[src/rtl/cadl_pkg.sv]
`default_nettype none
package cadl_pkg;

    // Token kinds
    localparam logic [4:0] KIND_END    = 5'd0;
    localparam logic [4:0] KIND_NUM    = 5'd1;
    localparam logic [4:0] KIND_STR    = 5'd2;
    localparam logic [4:0] KIND_IDENT  = 5'd3;
    localparam logic [4:0] KIND_LE     = 5'd4;
    localparam logic [4:0] KIND_GE     = 5'd5;
    localparam logic [4:0] KIND_EQ     = 5'd6;
    localparam logic [4:0] KIND_NE     = 5'd7;
    localparam logic [4:0] KIND_AND    = 5'd8;
    localparam logic [4:0] KIND_OR     = 5'd9;
    localparam logic [4:0] KIND_SLASH  = 5'd24;
    localparam logic [4:0] KIND_CHAR   = 5'd29;
    localparam logic [4:0] KIND_UNTERM = 5'd30;
    localparam logic [4:0] KIND_BADCH  = 5'd31;

    // Lexer modes
    typedef enum logic [13:0] {
        MODE_IDLE  = 14'b00000000000001,
        MODE_SLASH = 14'b00000000000010,
        MODE_LINE  = 14'b00000000000100,
        MODE_BLOCK = 14'b00000000001000,
        MODE_BSTAR = 14'b00000000010000,
        MODE_STR   = 14'b00000000100000,
        MODE_ESC   = 14'b00000001000000,
        MODE_INT   = 14'b00000010000000,
        MODE_FRAC  = 14'b00000100000000,
        MODE_EXP   = 14'b00001000000000,
        MODE_EXPD  = 14'b00010000000000,
        MODE_DOT   = 14'b00100000000000,
        MODE_IDENT = 14'b01000000000000,
        MODE_OP    = 14'b10000000000000
    } mode_t;

    // One result record
    typedef struct packed {
        logic [4:0]  kind;
        logic [19:0] start;
        logic [19:0] length;
        logic [19:0] line;
        logic [7:0]  ch;
        logic        last;
    } rec_t;

    function automatic logic is_digit(input logic [7:0] b);
        return (b >= 8'h30) && (b <= 8'h39);
    endfunction

    function automatic logic is_alpha(input logic [7:0] b);
        return ((b >= 8'h61) && (b <= 8'h7a)) || ((b >= 8'h41) && (b <= 8'h5a));
    endfunction

    function automatic logic is_space(input logic [7:0] b);
        return (b == 8'h20) || ((b >= 8'd9) && (b <= 8'd13));
    endfunction

    function automatic logic ident_first(input logic [7:0] b);
        return is_alpha(b) || (b == 8'h5f) || (b == 8'h24);
    endfunction

    function automatic logic ident_more(input logic [7:0] b);
        return is_alpha(b) || is_digit(b) || (b == 8'h5f);
    endfunction

    // Punctuation lookup: bit 5 flags a match, bits 4:0 give the kind
    function automatic logic [5:0] punct_lookup(input logic [7:0] b);
        logic [5:0] r;
        case (b)
            8'h28:   r = {1'b1, 5'd10};
            8'h29:   r = {1'b1, 5'd11};
            8'h7b:   r = {1'b1, 5'd12};
            8'h7d:   r = {1'b1, 5'd13};
            8'h5b:   r = {1'b1, 5'd14};
            8'h5d:   r = {1'b1, 5'd15};
            8'h2c:   r = {1'b1, 5'd16};
            8'h3b:   r = {1'b1, 5'd17};
            8'h3a:   r = {1'b1, 5'd18};
            8'h3f:   r = {1'b1, 5'd19};
            8'h3d:   r = {1'b1, 5'd20};
            8'h2b:   r = {1'b1, 5'd21};
            8'h2d:   r = {1'b1, 5'd22};
            8'h2a:   r = {1'b1, 5'd23};
            8'h2f:   r = {1'b1, 5'd24};
            8'h25:   r = {1'b1, 5'd25};
            8'h3c:   r = {1'b1, 5'd26};
            8'h3e:   r = {1'b1, 5'd27};
            8'h21:   r = {1'b1, 5'd28};
            default: r = 6'd0;
        endcase
        return r;
    endfunction

    // Two-character operator kind, KIND_END when the pair is no operator
    function automatic logic [4:0] pair_kind(input logic [7:0] a, input logic [7:0] b);
        logic [4:0] k;
        k = KIND_END;
        if (a == 8'h3c && b == 8'h3d) k = KIND_LE;
        if (a == 8'h3e && b == 8'h3d) k = KIND_GE;
        if (a == 8'h3d && b == 8'h3d) k = KIND_EQ;
        if (a == 8'h21 && b == 8'h3d) k = KIND_NE;
        if (a == 8'h26 && b == 8'h26) k = KIND_AND;
        if (a == 8'h7c && b == 8'h7c) k = KIND_OR;
        return k;
    endfunction

endpackage
`default_nettype wire

[src/rtl/cadl_step.sv]
`default_nettype none
module cadl_step #(
    parameter int P = 20
) (
    input  wire logic          clk,
    input  wire logic          rst_n,
    input  wire logic          fire,
    input  wire logic          op_in,
    input  wire logic [7:0]    byte_in,
    output cadl_pkg::rec_t     rec_a,
    output cadl_pkg::rec_t     rec_b,
    output logic               put_a,
    output logic               put_b
);

    localparam logic [P-1:0] ONE = {{(P-1){1'b0}}, 1'b1};

    cadl_pkg::mode_t mode_reg, mode_next, i_mode;
    logic [7:0]   held_reg, held_next;
    logic [P-1:0] off_reg, off_next, off_inc;
    logic [P-1:0] line_reg, line_next;
    logic [P-1:0] begin_reg, begin_next;
    logic         err_reg, err_next;

    logic           i_nl, i_held, i_put, i_fail;
    cadl_pkg::rec_t i_rec;
    logic           use_idle;
    logic [5:0]     pl;
    logic [5:0]     hl;
    logic [4:0]     pk;

    function automatic logic [19:0] fit(input logic [P-1:0] v);
        logic [P+19:0] w;
        w = {20'd0, v};
        return w[19:0];
    endfunction

    function automatic logic [P-1:0] sat(input logic [P-1:0] v);
        return (&v) ? v : v + ONE;
    endfunction

    function automatic cadl_pkg::rec_t mk(input logic [4:0] k, input logic [P-1:0] s,
                                          input logic [P-1:0] n, input logic [P-1:0] ln,
                                          input logic [7:0] c);
        cadl_pkg::rec_t r;
        r.kind   = k;
        r.start  = fit(s);
        r.length = fit(n);
        r.line   = fit(ln);
        r.ch     = c;
        r.last   = 1'b0;
        return r;
    endfunction

    function automatic logic [P-1:0] span(input logic [P-1:0] e, input logic [P-1:0] b);
        return (e >= b) ? e - b : '0;
    endfunction

    assign off_inc = sat(off_reg);
    assign pl      = cadl_pkg::punct_lookup(byte_in);
    assign hl      = cadl_pkg::punct_lookup(held_reg);
    assign pk      = cadl_pkg::pair_kind(held_reg, byte_in);

    // Classify a byte seen between tokens
    always_comb
    begin
        i_mode = cadl_pkg::MODE_IDLE;
        i_nl   = 1'b0;
        i_held = 1'b0;
        i_put  = 1'b0;
        i_fail = 1'b0;
        i_rec  = mk(pl[4:0], off_reg, ONE, line_reg, 8'd0);
        if (byte_in == 8'h0a)
        begin
            i_nl = 1'b1;
        end
        else if (cadl_pkg::is_space(byte_in))
        begin
            i_mode = cadl_pkg::MODE_IDLE;
        end
        else if (byte_in == 8'h2f)
        begin
            i_mode = cadl_pkg::MODE_SLASH;
        end
        else if (byte_in == 8'h22)
        begin
            i_mode = cadl_pkg::MODE_STR;
        end
        else if (cadl_pkg::is_digit(byte_in))
        begin
            i_mode = cadl_pkg::MODE_INT;
        end
        else if (byte_in == 8'h2e)
        begin
            i_mode = cadl_pkg::MODE_DOT;
        end
        else if (cadl_pkg::ident_first(byte_in))
        begin
            i_mode = cadl_pkg::MODE_IDENT;
        end
        else if (byte_in == 8'h3c || byte_in == 8'h3e || byte_in == 8'h3d ||
                 byte_in == 8'h21 || byte_in == 8'h26 || byte_in == 8'h7c)
        begin
            i_mode = cadl_pkg::MODE_OP;
            i_held = 1'b1;
        end
        else if (pl[5])
        begin
            i_put = 1'b1;
        end
        else
        begin
            i_put  = 1'b1;
            i_fail = 1'b1;
            i_rec  = mk(cadl_pkg::KIND_BADCH, off_reg, ONE, line_reg, byte_in);
        end
    end

    // Mode transition and result records for one transaction
    always_comb
    begin
        mode_next  = mode_reg;
        held_next  = held_reg;
        off_next   = off_inc;
        line_next  = line_reg;
        begin_next = begin_reg;
        err_next   = err_reg;
        put_a      = 1'b0;
        put_b      = 1'b0;
        use_idle   = 1'b0;
        rec_a      = mk(cadl_pkg::KIND_END, off_reg, '0, line_reg, 8'd0);
        rec_b      = rec_a;
        if (op_in)
        begin
            if (!err_reg)
            begin
                unique case (mode_reg)
                    cadl_pkg::MODE_SLASH:
                    begin
                        put_a = 1'b1;
                        rec_a = mk(cadl_pkg::KIND_SLASH, begin_reg, ONE, line_reg, 8'd0);
                    end
                    cadl_pkg::MODE_STR, cadl_pkg::MODE_ESC:
                    begin
                        put_a = 1'b1;
                        rec_a = mk(cadl_pkg::KIND_UNTERM, begin_reg,
                                   span(off_reg, begin_reg), line_reg, 8'd0);
                    end
                    cadl_pkg::MODE_INT, cadl_pkg::MODE_FRAC,
                    cadl_pkg::MODE_EXP, cadl_pkg::MODE_EXPD:
                    begin
                        put_a = 1'b1;
                        rec_a = mk(cadl_pkg::KIND_NUM, begin_reg,
                                   span(off_reg, begin_reg), line_reg, 8'd0);
                    end
                    cadl_pkg::MODE_DOT:
                    begin
                        put_a = 1'b1;
                        rec_a = mk(cadl_pkg::KIND_BADCH, begin_reg, ONE, line_reg, 8'h2e);
                    end
                    cadl_pkg::MODE_IDENT:
                    begin
                        put_a = 1'b1;
                        rec_a = mk(cadl_pkg::KIND_IDENT, begin_reg,
                                   span(off_reg, begin_reg), line_reg, 8'd0);
                    end
                    cadl_pkg::MODE_OP:
                    begin
                        put_a = 1'b1;
                        if (hl[5])
                            rec_a = mk(hl[4:0], begin_reg, ONE, line_reg, 8'd0);
                        else
                            rec_a = mk(cadl_pkg::KIND_BADCH, begin_reg, ONE, line_reg,
                                       held_reg);
                    end
                    default:
                    begin
                        put_a = 1'b0;
                    end
                endcase
            end
            put_b      = 1'b1;
            rec_b      = mk(cadl_pkg::KIND_END, off_reg, '0, line_reg, 8'd0);
            mode_next  = cadl_pkg::MODE_IDLE;
            held_next  = 8'd0;
            off_next   = '0;
            line_next  = ONE;
            begin_next = '0;
            err_next   = 1'b0;
        end
        else if (!err_reg)
        begin
            unique case (mode_reg)
                cadl_pkg::MODE_IDLE:
                begin
                    use_idle = 1'b1;
                end
                cadl_pkg::MODE_SLASH:
                begin
                    if (byte_in == 8'h2f)
                        mode_next = cadl_pkg::MODE_LINE;
                    else if (byte_in == 8'h2a)
                        mode_next = cadl_pkg::MODE_BLOCK;
                    else
                    begin
                        put_a    = 1'b1;
                        rec_a    = mk(cadl_pkg::KIND_SLASH, begin_reg, ONE, line_reg, 8'd0);
                        use_idle = 1'b1;
                    end
                end
                cadl_pkg::MODE_LINE:
                begin
                    if (byte_in == 8'h0a)
                    begin
                        line_next = sat(line_reg);
                        mode_next = cadl_pkg::MODE_IDLE;
                    end
                end
                cadl_pkg::MODE_BLOCK, cadl_pkg::MODE_BSTAR:
                begin
                    if (mode_reg == cadl_pkg::MODE_BSTAR && byte_in == 8'h2f)
                        mode_next = cadl_pkg::MODE_IDLE;
                    else
                    begin
                        if (byte_in == 8'h0a)
                            line_next = sat(line_reg);
                        mode_next = (byte_in == 8'h2a) ? cadl_pkg::MODE_BSTAR
                                                       : cadl_pkg::MODE_BLOCK;
                    end
                end
                cadl_pkg::MODE_STR:
                begin
                    if (byte_in == 8'h22)
                    begin
                        put_a     = 1'b1;
                        rec_a     = mk(cadl_pkg::KIND_STR, begin_reg,
                                       span(off_inc, begin_reg), line_reg, 8'd0);
                        mode_next = cadl_pkg::MODE_IDLE;
                    end
                    else if (byte_in == 8'h5c)
                        mode_next = cadl_pkg::MODE_ESC;
                    else
                    begin
                        put_a = 1'b1;
                        rec_a = mk(cadl_pkg::KIND_CHAR, off_reg, ONE, line_reg, byte_in);
                        if (byte_in == 8'h0a)
                            line_next = sat(line_reg);
                    end
                end
                cadl_pkg::MODE_ESC:
                begin
                    put_a = 1'b1;
                    rec_a = mk(cadl_pkg::KIND_CHAR, (off_reg != '0) ? off_reg - ONE : '0,
                               ONE + ONE, line_reg,
                               (byte_in == 8'h6e) ? 8'd10 :
                               (byte_in == 8'h74) ? 8'd9 : byte_in);
                    if (byte_in == 8'h0a)
                        line_next = sat(line_reg);
                    mode_next = cadl_pkg::MODE_STR;
                end
                cadl_pkg::MODE_INT, cadl_pkg::MODE_FRAC,
                cadl_pkg::MODE_EXP, cadl_pkg::MODE_EXPD:
                begin
                    if (mode_reg == cadl_pkg::MODE_EXP &&
                        (byte_in == 8'h2b || byte_in == 8'h2d || cadl_pkg::is_digit(byte_in)))
                        mode_next = cadl_pkg::MODE_EXPD;
                    else if (mode_reg != cadl_pkg::MODE_EXP && cadl_pkg::is_digit(byte_in))
                        mode_next = mode_reg;
                    else if (mode_reg == cadl_pkg::MODE_INT && byte_in == 8'h2e)
                        mode_next = cadl_pkg::MODE_FRAC;
                    else if ((mode_reg == cadl_pkg::MODE_INT || mode_reg == cadl_pkg::MODE_FRAC)
                             && (byte_in == 8'h65 || byte_in == 8'h45))
                        mode_next = cadl_pkg::MODE_EXP;
                    else
                    begin
                        put_a    = 1'b1;
                        rec_a    = mk(cadl_pkg::KIND_NUM, begin_reg,
                                      span(off_reg, begin_reg), line_reg, 8'd0);
                        use_idle = 1'b1;
                    end
                end
                cadl_pkg::MODE_DOT:
                begin
                    if (cadl_pkg::is_digit(byte_in))
                        mode_next = cadl_pkg::MODE_FRAC;
                    else
                    begin
                        put_a     = 1'b1;
                        rec_a     = mk(cadl_pkg::KIND_BADCH, begin_reg, ONE, line_reg, 8'h2e);
                        err_next  = 1'b1;
                        mode_next = cadl_pkg::MODE_IDLE;
                    end
                end
                cadl_pkg::MODE_IDENT:
                begin
                    if (!cadl_pkg::ident_more(byte_in))
                    begin
                        put_a    = 1'b1;
                        rec_a    = mk(cadl_pkg::KIND_IDENT, begin_reg,
                                      span(off_reg, begin_reg), line_reg, 8'd0);
                        use_idle = 1'b1;
                    end
                end
                cadl_pkg::MODE_OP:
                begin
                    put_a = 1'b1;
                    if (pk != cadl_pkg::KIND_END)
                    begin
                        rec_a     = mk(pk, begin_reg, ONE + ONE, line_reg, 8'd0);
                        mode_next = cadl_pkg::MODE_IDLE;
                    end
                    else if (hl[5])
                    begin
                        rec_a    = mk(hl[4:0], begin_reg, ONE, line_reg, 8'd0);
                        use_idle = 1'b1;
                    end
                    else
                    begin
                        rec_a     = mk(cadl_pkg::KIND_BADCH, begin_reg, ONE, line_reg,
                                       held_reg);
                        err_next  = 1'b1;
                        mode_next = cadl_pkg::MODE_IDLE;
                    end
                end
                default:
                begin
                    use_idle = 1'b1;
                end
            endcase
            // Lex the byte afresh from the idle mode
            if (use_idle)
            begin
                mode_next  = i_mode;
                begin_next = off_reg;
                if (i_held)
                    held_next = byte_in;
                if (i_nl)
                    line_next = sat(line_reg);
                if (i_fail)
                    err_next = 1'b1;
                put_b = i_put;
                rec_b = i_rec;
            end
        end
        rec_b.last = 1'b1;
        rec_a.last = !put_b;
    end

    // Hold lexer state between transactions
    always_ff @(posedge clk or negedge rst_n)
    begin
        if (!rst_n)
        begin
            mode_reg  <= cadl_pkg::MODE_IDLE;
            held_reg  <= 8'd0;
            off_reg   <= '0;
            line_reg  <= ONE;
            begin_reg <= '0;
            err_reg   <= 1'b0;
        end
        else if (fire)
        begin
            mode_reg  <= mode_next;
            held_reg  <= held_next;
            off_reg   <= off_next;
            line_reg  <= line_next;
            begin_reg <= begin_next;
            err_reg   <= err_next;
        end
    end

endmodule
`default_nettype wire

[src/rtl/cadl_outq.sv]
`default_nettype none
module cadl_outq (
    input  wire logic           clk,
    input  wire logic           rst_n,
    input  wire logic           push_a,
    input  wire logic           push_b,
    input  wire cadl_pkg::rec_t rec_a,
    input  wire cadl_pkg::rec_t rec_b,
    output logic                room,
    output logic                head_valid,
    input  wire logic           head_stall,
    output cadl_pkg::rec_t      head
);

    cadl_pkg::rec_t q_reg [4];
    logic [1:0] wr_reg, wr_next;
    logic [1:0] rd_reg, rd_next;
    logic [2:0] cnt_reg, cnt_next;
    logic       pop;
    logic [1:0] npush;

    assign head_valid = (cnt_reg != 3'd0);
    assign head       = q_reg[rd_reg];
    assign room       = (cnt_reg <= 3'd2);
    assign pop        = head_valid && !head_stall;
    assign npush      = {1'b0, push_a} + {1'b0, push_b};
    assign wr_next    = wr_reg + npush;
    assign rd_next    = rd_reg + {1'b0, pop};
    assign cnt_next   = cnt_reg + {1'b0, npush} - {2'b00, pop};

    // Store results in order, first record first
    always_ff @(posedge clk)
    begin
        if (push_a)
            q_reg[wr_reg] <= rec_a;
        if (push_b)
            q_reg[push_a ? wr_reg + 2'd1 : wr_reg] <= rec_b;
    end

    // Advance pointers and occupancy
    always_ff @(posedge clk or negedge rst_n)
    begin
        if (!rst_n)
        begin
            wr_reg  <= 2'd0;
            rd_reg  <= 2'd0;
            cnt_reg <= 3'd0;
        end
        else
        begin
            wr_reg  <= wr_next;
            rd_reg  <= rd_next;
            cnt_reg <= cnt_next;
        end
    end

endmodule
`default_nettype wire

[src/rtl/cad_script_lexer.sv]
// Byte-serial lexer for a C-style script language.
// Input channel: in_valid/in_stall with op (0 = source byte, 1 = end of
// source) and source_byte. A transaction is taken when in_valid is high and
// in_stall is low. Output channel: out_valid/out_stall carrying one token
// record per transaction (kind, start, length, line, char_value,
// last_of_run). One input gives zero, one or two records; last_of_run marks
// the final record of an input.
// Path: an accepted input is held in the input register; when the output
// queue has room its records are written into the queue, whose head is
// presented on the output channel.
// Throughput: one input per cycle while the output queue has room. The
// four-entry output queue drains one record per cycle when out_stall is low,
// so a run of inputs that each give two records is held back by in_stall.
// Reset clears the mode, offset, line count (to one) and the queue.
// When the receiver stalls the queue fills and in_stall rises; nothing is
// dropped. An end-of-source input flushes any pending token, emits an end
// record and returns the lexer to its reset state.
`default_nettype none
module cad_script_lexer #(
    parameter int POSITION_BITS = 20
) (
    input  wire logic        clk,
    input  wire logic        rst_n,
    input  wire logic        in_valid,
    output logic             in_stall,
    input  wire logic        op,
    input  wire logic [7:0]  source_byte,
    output logic             out_valid,
    input  wire logic        out_stall,
    output logic [4:0]       token_kind,
    output logic [19:0]      token_start,
    output logic [19:0]      token_length,
    output logic [19:0]      line_number,
    output logic [7:0]       char_value,
    output logic             last_of_run
);

    logic           iv_reg, iv_next;
    logic           op_reg;
    logic [7:0]     byte_reg;
    logic           room, fire;
    logic           put_a, put_b;
    cadl_pkg::rec_t rec_a, rec_b, head;

    assign fire     = iv_reg && room;
    assign in_stall = iv_reg && !room;
    assign iv_next  = (in_valid && !in_stall) ? 1'b1 : (fire ? 1'b0 : iv_reg);

    // Capture the input transaction
    always_ff @(posedge clk or negedge rst_n)
    begin
        if (!rst_n)
            iv_reg <= 1'b0;
        else
            iv_reg <= iv_next;
    end

    always_ff @(posedge clk)
    begin
        if (in_valid && !in_stall)
        begin
            op_reg   <= op;
            byte_reg <= source_byte;
        end
    end

    cadl_step #(
        .P (POSITION_BITS)
    ) u_step (
        .clk     (clk),
        .rst_n   (rst_n),
        .fire    (fire),
        .op_in   (op_reg),
        .byte_in (byte_reg),
        .rec_a   (rec_a),
        .rec_b   (rec_b),
        .put_a   (put_a),
        .put_b   (put_b)
    );

    cadl_outq u_outq (
        .clk        (clk),
        .rst_n      (rst_n),
        .push_a     (fire && put_a),
        .push_b     (fire && put_b),
        .rec_a      (rec_a),
        .rec_b      (rec_b),
        .room       (room),
        .head_valid (out_valid),
        .head_stall (out_stall),
        .head       (head)
    );

    assign token_kind   = head.kind;
    assign token_start  = head.start;
    assign token_length = head.length;
    assign line_number  = head.line;
    assign char_value   = head.ch;
    assign last_of_run  = head.last;

endmodule
`default_nettype wire

[config.mk]
export PLATFORM = sky130hd
export DESIGN_NAME = cad_script_lexer
export DESIGN_NICKNAME = d
export VERILOG_FILES = /design/src/rtl/cadl_pkg.sv /design/src/rtl/cadl_step.sv /design/src/rtl/cadl_outq.sv /design/src/rtl/cad_script_lexer.sv
export SDC_FILE = /design/constraint.sdc
export NUM_CORES = 1
export LEC_CHECK = 0
export ABC_CLOCK_PERIOD_IN_PS = 6300
export BUFFER_PORTS_ARGS = -buffer_cell sky130_fd_sc_hd__buf_2
export CORE_UTILIZATION = 50
export DETAILED_ROUTE_END_ITERATION = 16
export PLACE_DENSITY = 0.66
export SYNTH_ARGS = -nofsm -noshare
export SYNTH_HDL_FRONTEND = slang
export SYNTH_HIERARCHICAL = 1
export SYNTH_SLANG_ARGS = --single-unit
[constraint.sdc]
create_clock -name clk -period 6.3 [get_ports clk]
set_clock_uncertainty 0.2 [all_clocks]
set_input_delay 1.26 -clock clk [delete_from_list [all_inputs] [get_ports clk]]
set_output_delay 1.26 -clock clk [all_outputs]
set_load 0.1 [all_outputs]
* Word level (Yosys, flattened, before mapping)
Memories as Yosys holds them, arrays and structs flattened.
Cells that the tools add are included.
** Storage, ports and cells
- Bits in registers :: 100
- Latch bits :: 0
- RAM bits :: 296
- ROM bits :: 0
- Input port bits :: 13
- Output and inout bits :: 76
- Word-level logic and storage cells :: 319
- Memories kept :: 1
** Memory list
- u_outq.q_reg :: words 4, width 74, rd ports 1, clocked after Yosys merged registers in 0, write ports 2, RTL line cadl_outq.sv:15 : cadl_pkg::rec_t q_reg [4];
** Operators by class
- Add/sub/neg operators :: 11
- Multipliers :: 0
- Divide/modulo/power cells :: 0
- $lt $le $gt $ge :: 11
- Equal/unequal tests :: 74
- Shift operators :: 0
- Multiplexer cells :: 150
- Bitwise logic cells :: 0
- Reductions and logical operators :: 60
** Operators with widths (number)
- $mux W74 :: 25
- $pmux W74 S7 :: 1
- $pmux W74 S6 :: 1
- $mux W20 :: 17
- $mux W14 :: 23
- $eq A8 B6 Y1 const B :: 36
- $pmux W6 S19 :: 2
- $eq A8 B7 Y1 const B :: 16
- $pmux W14 S8 :: 1
- $mux W71 :: 1
- $mux W70 :: 1
- $pmux W20 S3 :: 1
- $mux W1 :: 59
- $mux W8 :: 6
- $add A20 B1 Y20 const B :: 2
- $ge A20 B20 Y1 :: 2
- $reduce_and A20 Y1 :: 2
- $sub A20 B20 Y20 :: 2
- $logic_and A1 B1 Y1 :: 21
- $reduce_bool A20 Y1 :: 1
- $sub A20 B1 Y20 const B :: 1
- $ge A8 B7 Y1 const B :: 2
- $le A8 B7 Y1 const B :: 2
- $logic_or A1 B1 Y1 :: 15
- 53 further kinds :: 66

* Logic depth before layout (Yosys ltp)
- Word-level depth :: 21
- Depth in mapped cells :: 24
- Gate-level depth less buffers :: 20

* Hierarchy
Netlist, hierarchy kept.
** Modules (own cells, without submodules)
- cadl_outq :: instances 1, cells each 767, area each 14923.1 µm², sequential area each 9063.7 µm²
- cadl_step :: instances 1, cells each 1442, area each 10364.9 µm², sequential area each 2079.5 µm²
- cad_script_lexer :: instances 1, cells each 17, area each 346.6 µm², sequential area each 295.3 µm²

* Worst setup path after synthesis
OpenSTA, ideal clock, no wires.
- Kind :: register to register
- Start point :: reg byte_reg[4]
- End point :: mem u_outq/q_reg[0][0] in the netlist's numbering, enable pin
- Library setup time :: 756 ps
- Data arrival time :: 4844 ps
- Data required time :: 5344 ps
- Path slack :: 500 ps
- Stages on the path, launching flop included :: 18
- Path buffers :: 4
- Period minus slack after synthesis :: 5800 ps
- Cells stage by stage :: edfxtp_1 -> buf_2 -> nor4b_4 -> nand2_2 -> or4_1 -> and3_1 -> clkbuf_1 -> and2_4 -> a2111oi_4 -> nor2_1 -> a21oi_1 -> inv_1 -> and3_1 -> nand4b_1 -> o31a_1 -> buf_4 -> buf_6 -> nand2_1
** RTL lines
- start: declaration :: RTL line cad_script_lexer.sv:40 : logic [7:0] byte_reg;
- start signal: assignment :: RTL line cad_script_lexer.sv:63 : byte_reg <= source_byte;
- end: declaration :: RTL line cadl_outq.sv:15

* Worst setup path after layout
- Start point :: reg byte_reg[1]
- End point :: reg u_outq.cnt_reg[2]
** Between the ends
- Cells in the longest elaborated chain, start to end :: 21
- Elaborated cells on any way between the ends :: 95
- Classes of those cells :: add/sub: 3; order compare: 8; eq/ne: 19; mux: 34; reduce/logical: 31
** RTL lines
- branches (longest 14 deep; another with $eq A8 B6 Y1)
- $mux W1 (*) :: RTL line cadl_step.sv:331 : if (use_idle)
- $mux W1 (*) :: RTL line cadl_step.sv:191 : else if (!err_reg)
- $mux W1 (*) :: RTL line cadl_step.sv:133 : if (op_in)
- named net put_b :: RTL line cad_script_lexer.sv:42 : logic put_a, put_b;
- $logic_and A1 B1 Y1 (*) :: RTL line cad_script_lexer.sv:85 : .push_b (fire && put_b),
- $add A1 B1 Y2 (*) :: RTL line cadl_outq.sv:26 : assign npush = {1'b0, push_a} + {1'b0, push_b};
- $add A3 B2 Y3 (*) :: RTL line cadl_outq.sv:29 : assign cnt_next = cnt_reg + {1'b0, npush} - {2'b00, pop};
- $sub A3 B1 Y3 (*) :: RTL line cadl_outq.sv:29
- named net u_outq.cnt_next[2] :: RTL line cadl_outq.sv:18 : logic [2:0] cnt_reg, cnt_next;
- end signal: assignment :: RTL line cadl_outq.sv:53 : cnt_reg <= cnt_next;
- end: declaration :: RTL line cadl_outq.sv:18
Mark *: on every way through the listed nets, which the timed path passes. The select of a mux whose other input is x is not followed.
A chain may end at the register's enable or synchronous reset.

==> impl_metrics.toml <==
[route]
viasPerCell = 6.43
drt_iter0_drc = 1584
drt_pass1_iterations = 5
detail-route-antenna-nets = 0
vias = 19000
wire_per_inst_um = 25.0
drcViolationCount = 0
postRouteWirelength_mm = 74.0

[clock_tree]
cts_buffer_depth = 3
cts_inserted_buffers = 43
hold_buffers = 0
cts_resized = 0
clkLatencyLatePin_ns = 0.58
cts-root-buf = "clkbuf_16"
clkSlewWorstSetupHoldPaths_ns = 0.06
tritoncts = "built"
clkSinkCount = 396
postCtsSetupBuffers = 0
cts_max_level = 2

[synth]
yosys.area_share.adder = 0.0291
synth_cell_type_count = 97
synth_compound_gate_area_share = 0.119
yosys_warnings = 6
synth_top_family_by_area = "multiplexers"
synth_edf_count = 305
ys.flop_type = "edfxtp_1"
syn-instance-count = 2226
synth_seq_cells = 396
synth.cell_area_mm2 = 0.0256
synthArstFlopShare = 0.230
ys_seq_area_frac = 0.446
synth_xor_area_frac = 0.0222
yosys.area_share.simple = 0.123
syn_area_per_cell_um2 = 11.5
synthMuxAreaShare = 0.211

[timing]
slew_headroom = 0.141
hold_viol = 0
finalSetupViolations = 0
slew_viol_final = 0
timing.fmax_mhz = 172
fin_crit_ns = 5.80
fin_tns_setup_ns = 0
worst_pin_slew_ns = 1.29
hold_slack_ns = 0.345
period_share = 0.921
grt_setup_unrepaired = "false"

[die]
die_y_um = 228
num_rows = 82
coreArea_mm2 = 0.0504
floorplan.initialDensity = 0.509
die-area_mm2 = 0.0522
pin_count = 89
die_w_um = 228

[setup_path]
crit_arrival_ns = 6.09
required_ns = 6.59
startpoint = "byte_reg[1]"
crit_path_start_kind = "flip-flop"
end_kind = "flip-flop"
path_class = "reg2reg"
crit_fanout = 21
r2r_start = "byte_reg[1]"

[global_route]
grt_max_degree = 64
grt_pass1_wl_mm = 114
grt_use_total = 0.283
grt_pass1_vias = 18700
antenna_found_initial = 0
overflow = 0

[job]
max_cap_viol_count = 0

[final_layout]
area_growth_pct = 9.29
fin_nets = 2325
layout_commonest_cell = "edfxtp_1"
largest_register_ffs = 296
drive_above_1_share = 0.237
mostFrequentLayoutCells = "edfxtp_1 (305), nand2_1 (159), mux2_2 (158)"
num_antenna_cells = 0

[power_and_ir_drop]
p_per_area_mw_per_mm2 = 460
p_leak_nw = 11.1
vdd_drop_max_uv = 439

[status]
status = "finished, final reports clean"

[place]
io_buffers = 88
place.gp.congestion = 1.00
dp.final_hpwl_mm = 50.0

[worst_hold_path]
hp-class = "reg2reg"
hold_start = "u_step/begin_reg[1]"
cell families (layout without fill, tap and decap cells):
| family | Yosys count | after routing |
|---|---|---|
| compound gates | 453 | 453 |
| xor+xnor | 65 | 65 |
| fa+ha+maj | 58 | 58 |
| buf+inv | 250 | 296 |
| flops | 396 | 396 |
| mux | 391 | 391 |
| other cells | 2 | 20 |
| simple gates | 611 | 611 |
through the flow:
stage	utilization	area (um^2)	power [mW]	setup slack (ns)	cells
floorplan	-	25700	8.95	0.500	2244
global placement	0.529	26600	10.4	0.719	2882
detailed placement	0.529	26600	10.4	0.547	2882
CTS	0.556	28000	12.9	0.511	2962
global route	0.556	28000	13.4	0.118	2962
finish	0.556	28000	12.9	0.498	2962
worst max-delay path, stage by stage, from the launching register on:
cell	delay (ns)
edfxtp_1	0.72
nor2_1	0.49
nand3_1	0.24
or4_1	0.52
and3_1	0.36
and2_4	0.28
a2111oi_4	0.38
nor2_1	0.11
a21oi_1	0.41
inv_1	0.07
and3_1	0.29
ha_1	0.34
inv_1	0.05
ha_1	0.26
inv_1	0.06
ha_1	0.14
inv_1	0.06
fa_1	0.37
xor2_1	0.19
xnor2_1	0.16
area by class of cell:
| class | instances | area, um^2 |
|---|---|---|
| Clock buffer | 67 | 1250 |
| Clock inverter | 13 | 125 |
| Fill cell | 4287 | 22400 |
| Inverter | 60 | 225 |
| Multi-Input combinational cell | 1598 | 13100 |
| Sequential cell | 396 | 11400 |
| Tap cell | 672 | 841 |
| Timing Repair Buffer | 156 | 1050 |
final timing paths:
kind,slack (ns),depth (start not counted),to
min in group asynchronous,0.50,1,u_step/held_reg[4]
min reg2reg,0.35,1,u_step/begin_reg[1]
max reg2reg,0.50,19,u_outq/cnt_reg[2]
max,0.50,19,u_outq/cnt_reg[2]
min,0.35,1,u_step/begin_reg[1]
max in group asynchronous,4.26,2,u_step/off_reg[7]
per-layer routing:
layer  GRT usage  up-vias  part of all wire  routed length [um]
met5           0        -                 0                   0
met4      0.0763        0             0.024                1740
met3      0.0429      134             0.066                4900
met2       0.460      754              0.48               35200
met1       0.395     9561              0.43               32200
li1            -     8585                 -                   -
Yosys cell counts (31+ instances only):
cell      instances  area share
mux2_4           49       0.029
nand4_1          32      0.0078
buf_4            57       0.017
xnor2_1          38       0.013
nand3_1          45      0.0088
o21ai_0          95       0.019
ha_1             54       0.026
edfxtp_1        305        0.36
nor3_1           46      0.0090
nand2_1         161       0.024
nor2_1          135       0.020
mux2_1           93       0.041
clkbuf_1         87       0.013
and3_1           31      0.0076
mux2_2          158       0.069
inv_1            59      0.0086
mux4_2           74       0.065
dfrtp_1          89       0.087
a21oi_1          99       0.019
where the power goes:
| group | internal, mW | switching, mW |
|---|---|---|
| Sequential | 3.33 | 0.365 |
| Combinational | 1.87 | 4.85 |
| Clock | 1.45 | 1.05 |
| Total | 6.64 | 6.26 |
Note: power is estimated with default switching activity, not from simulation.
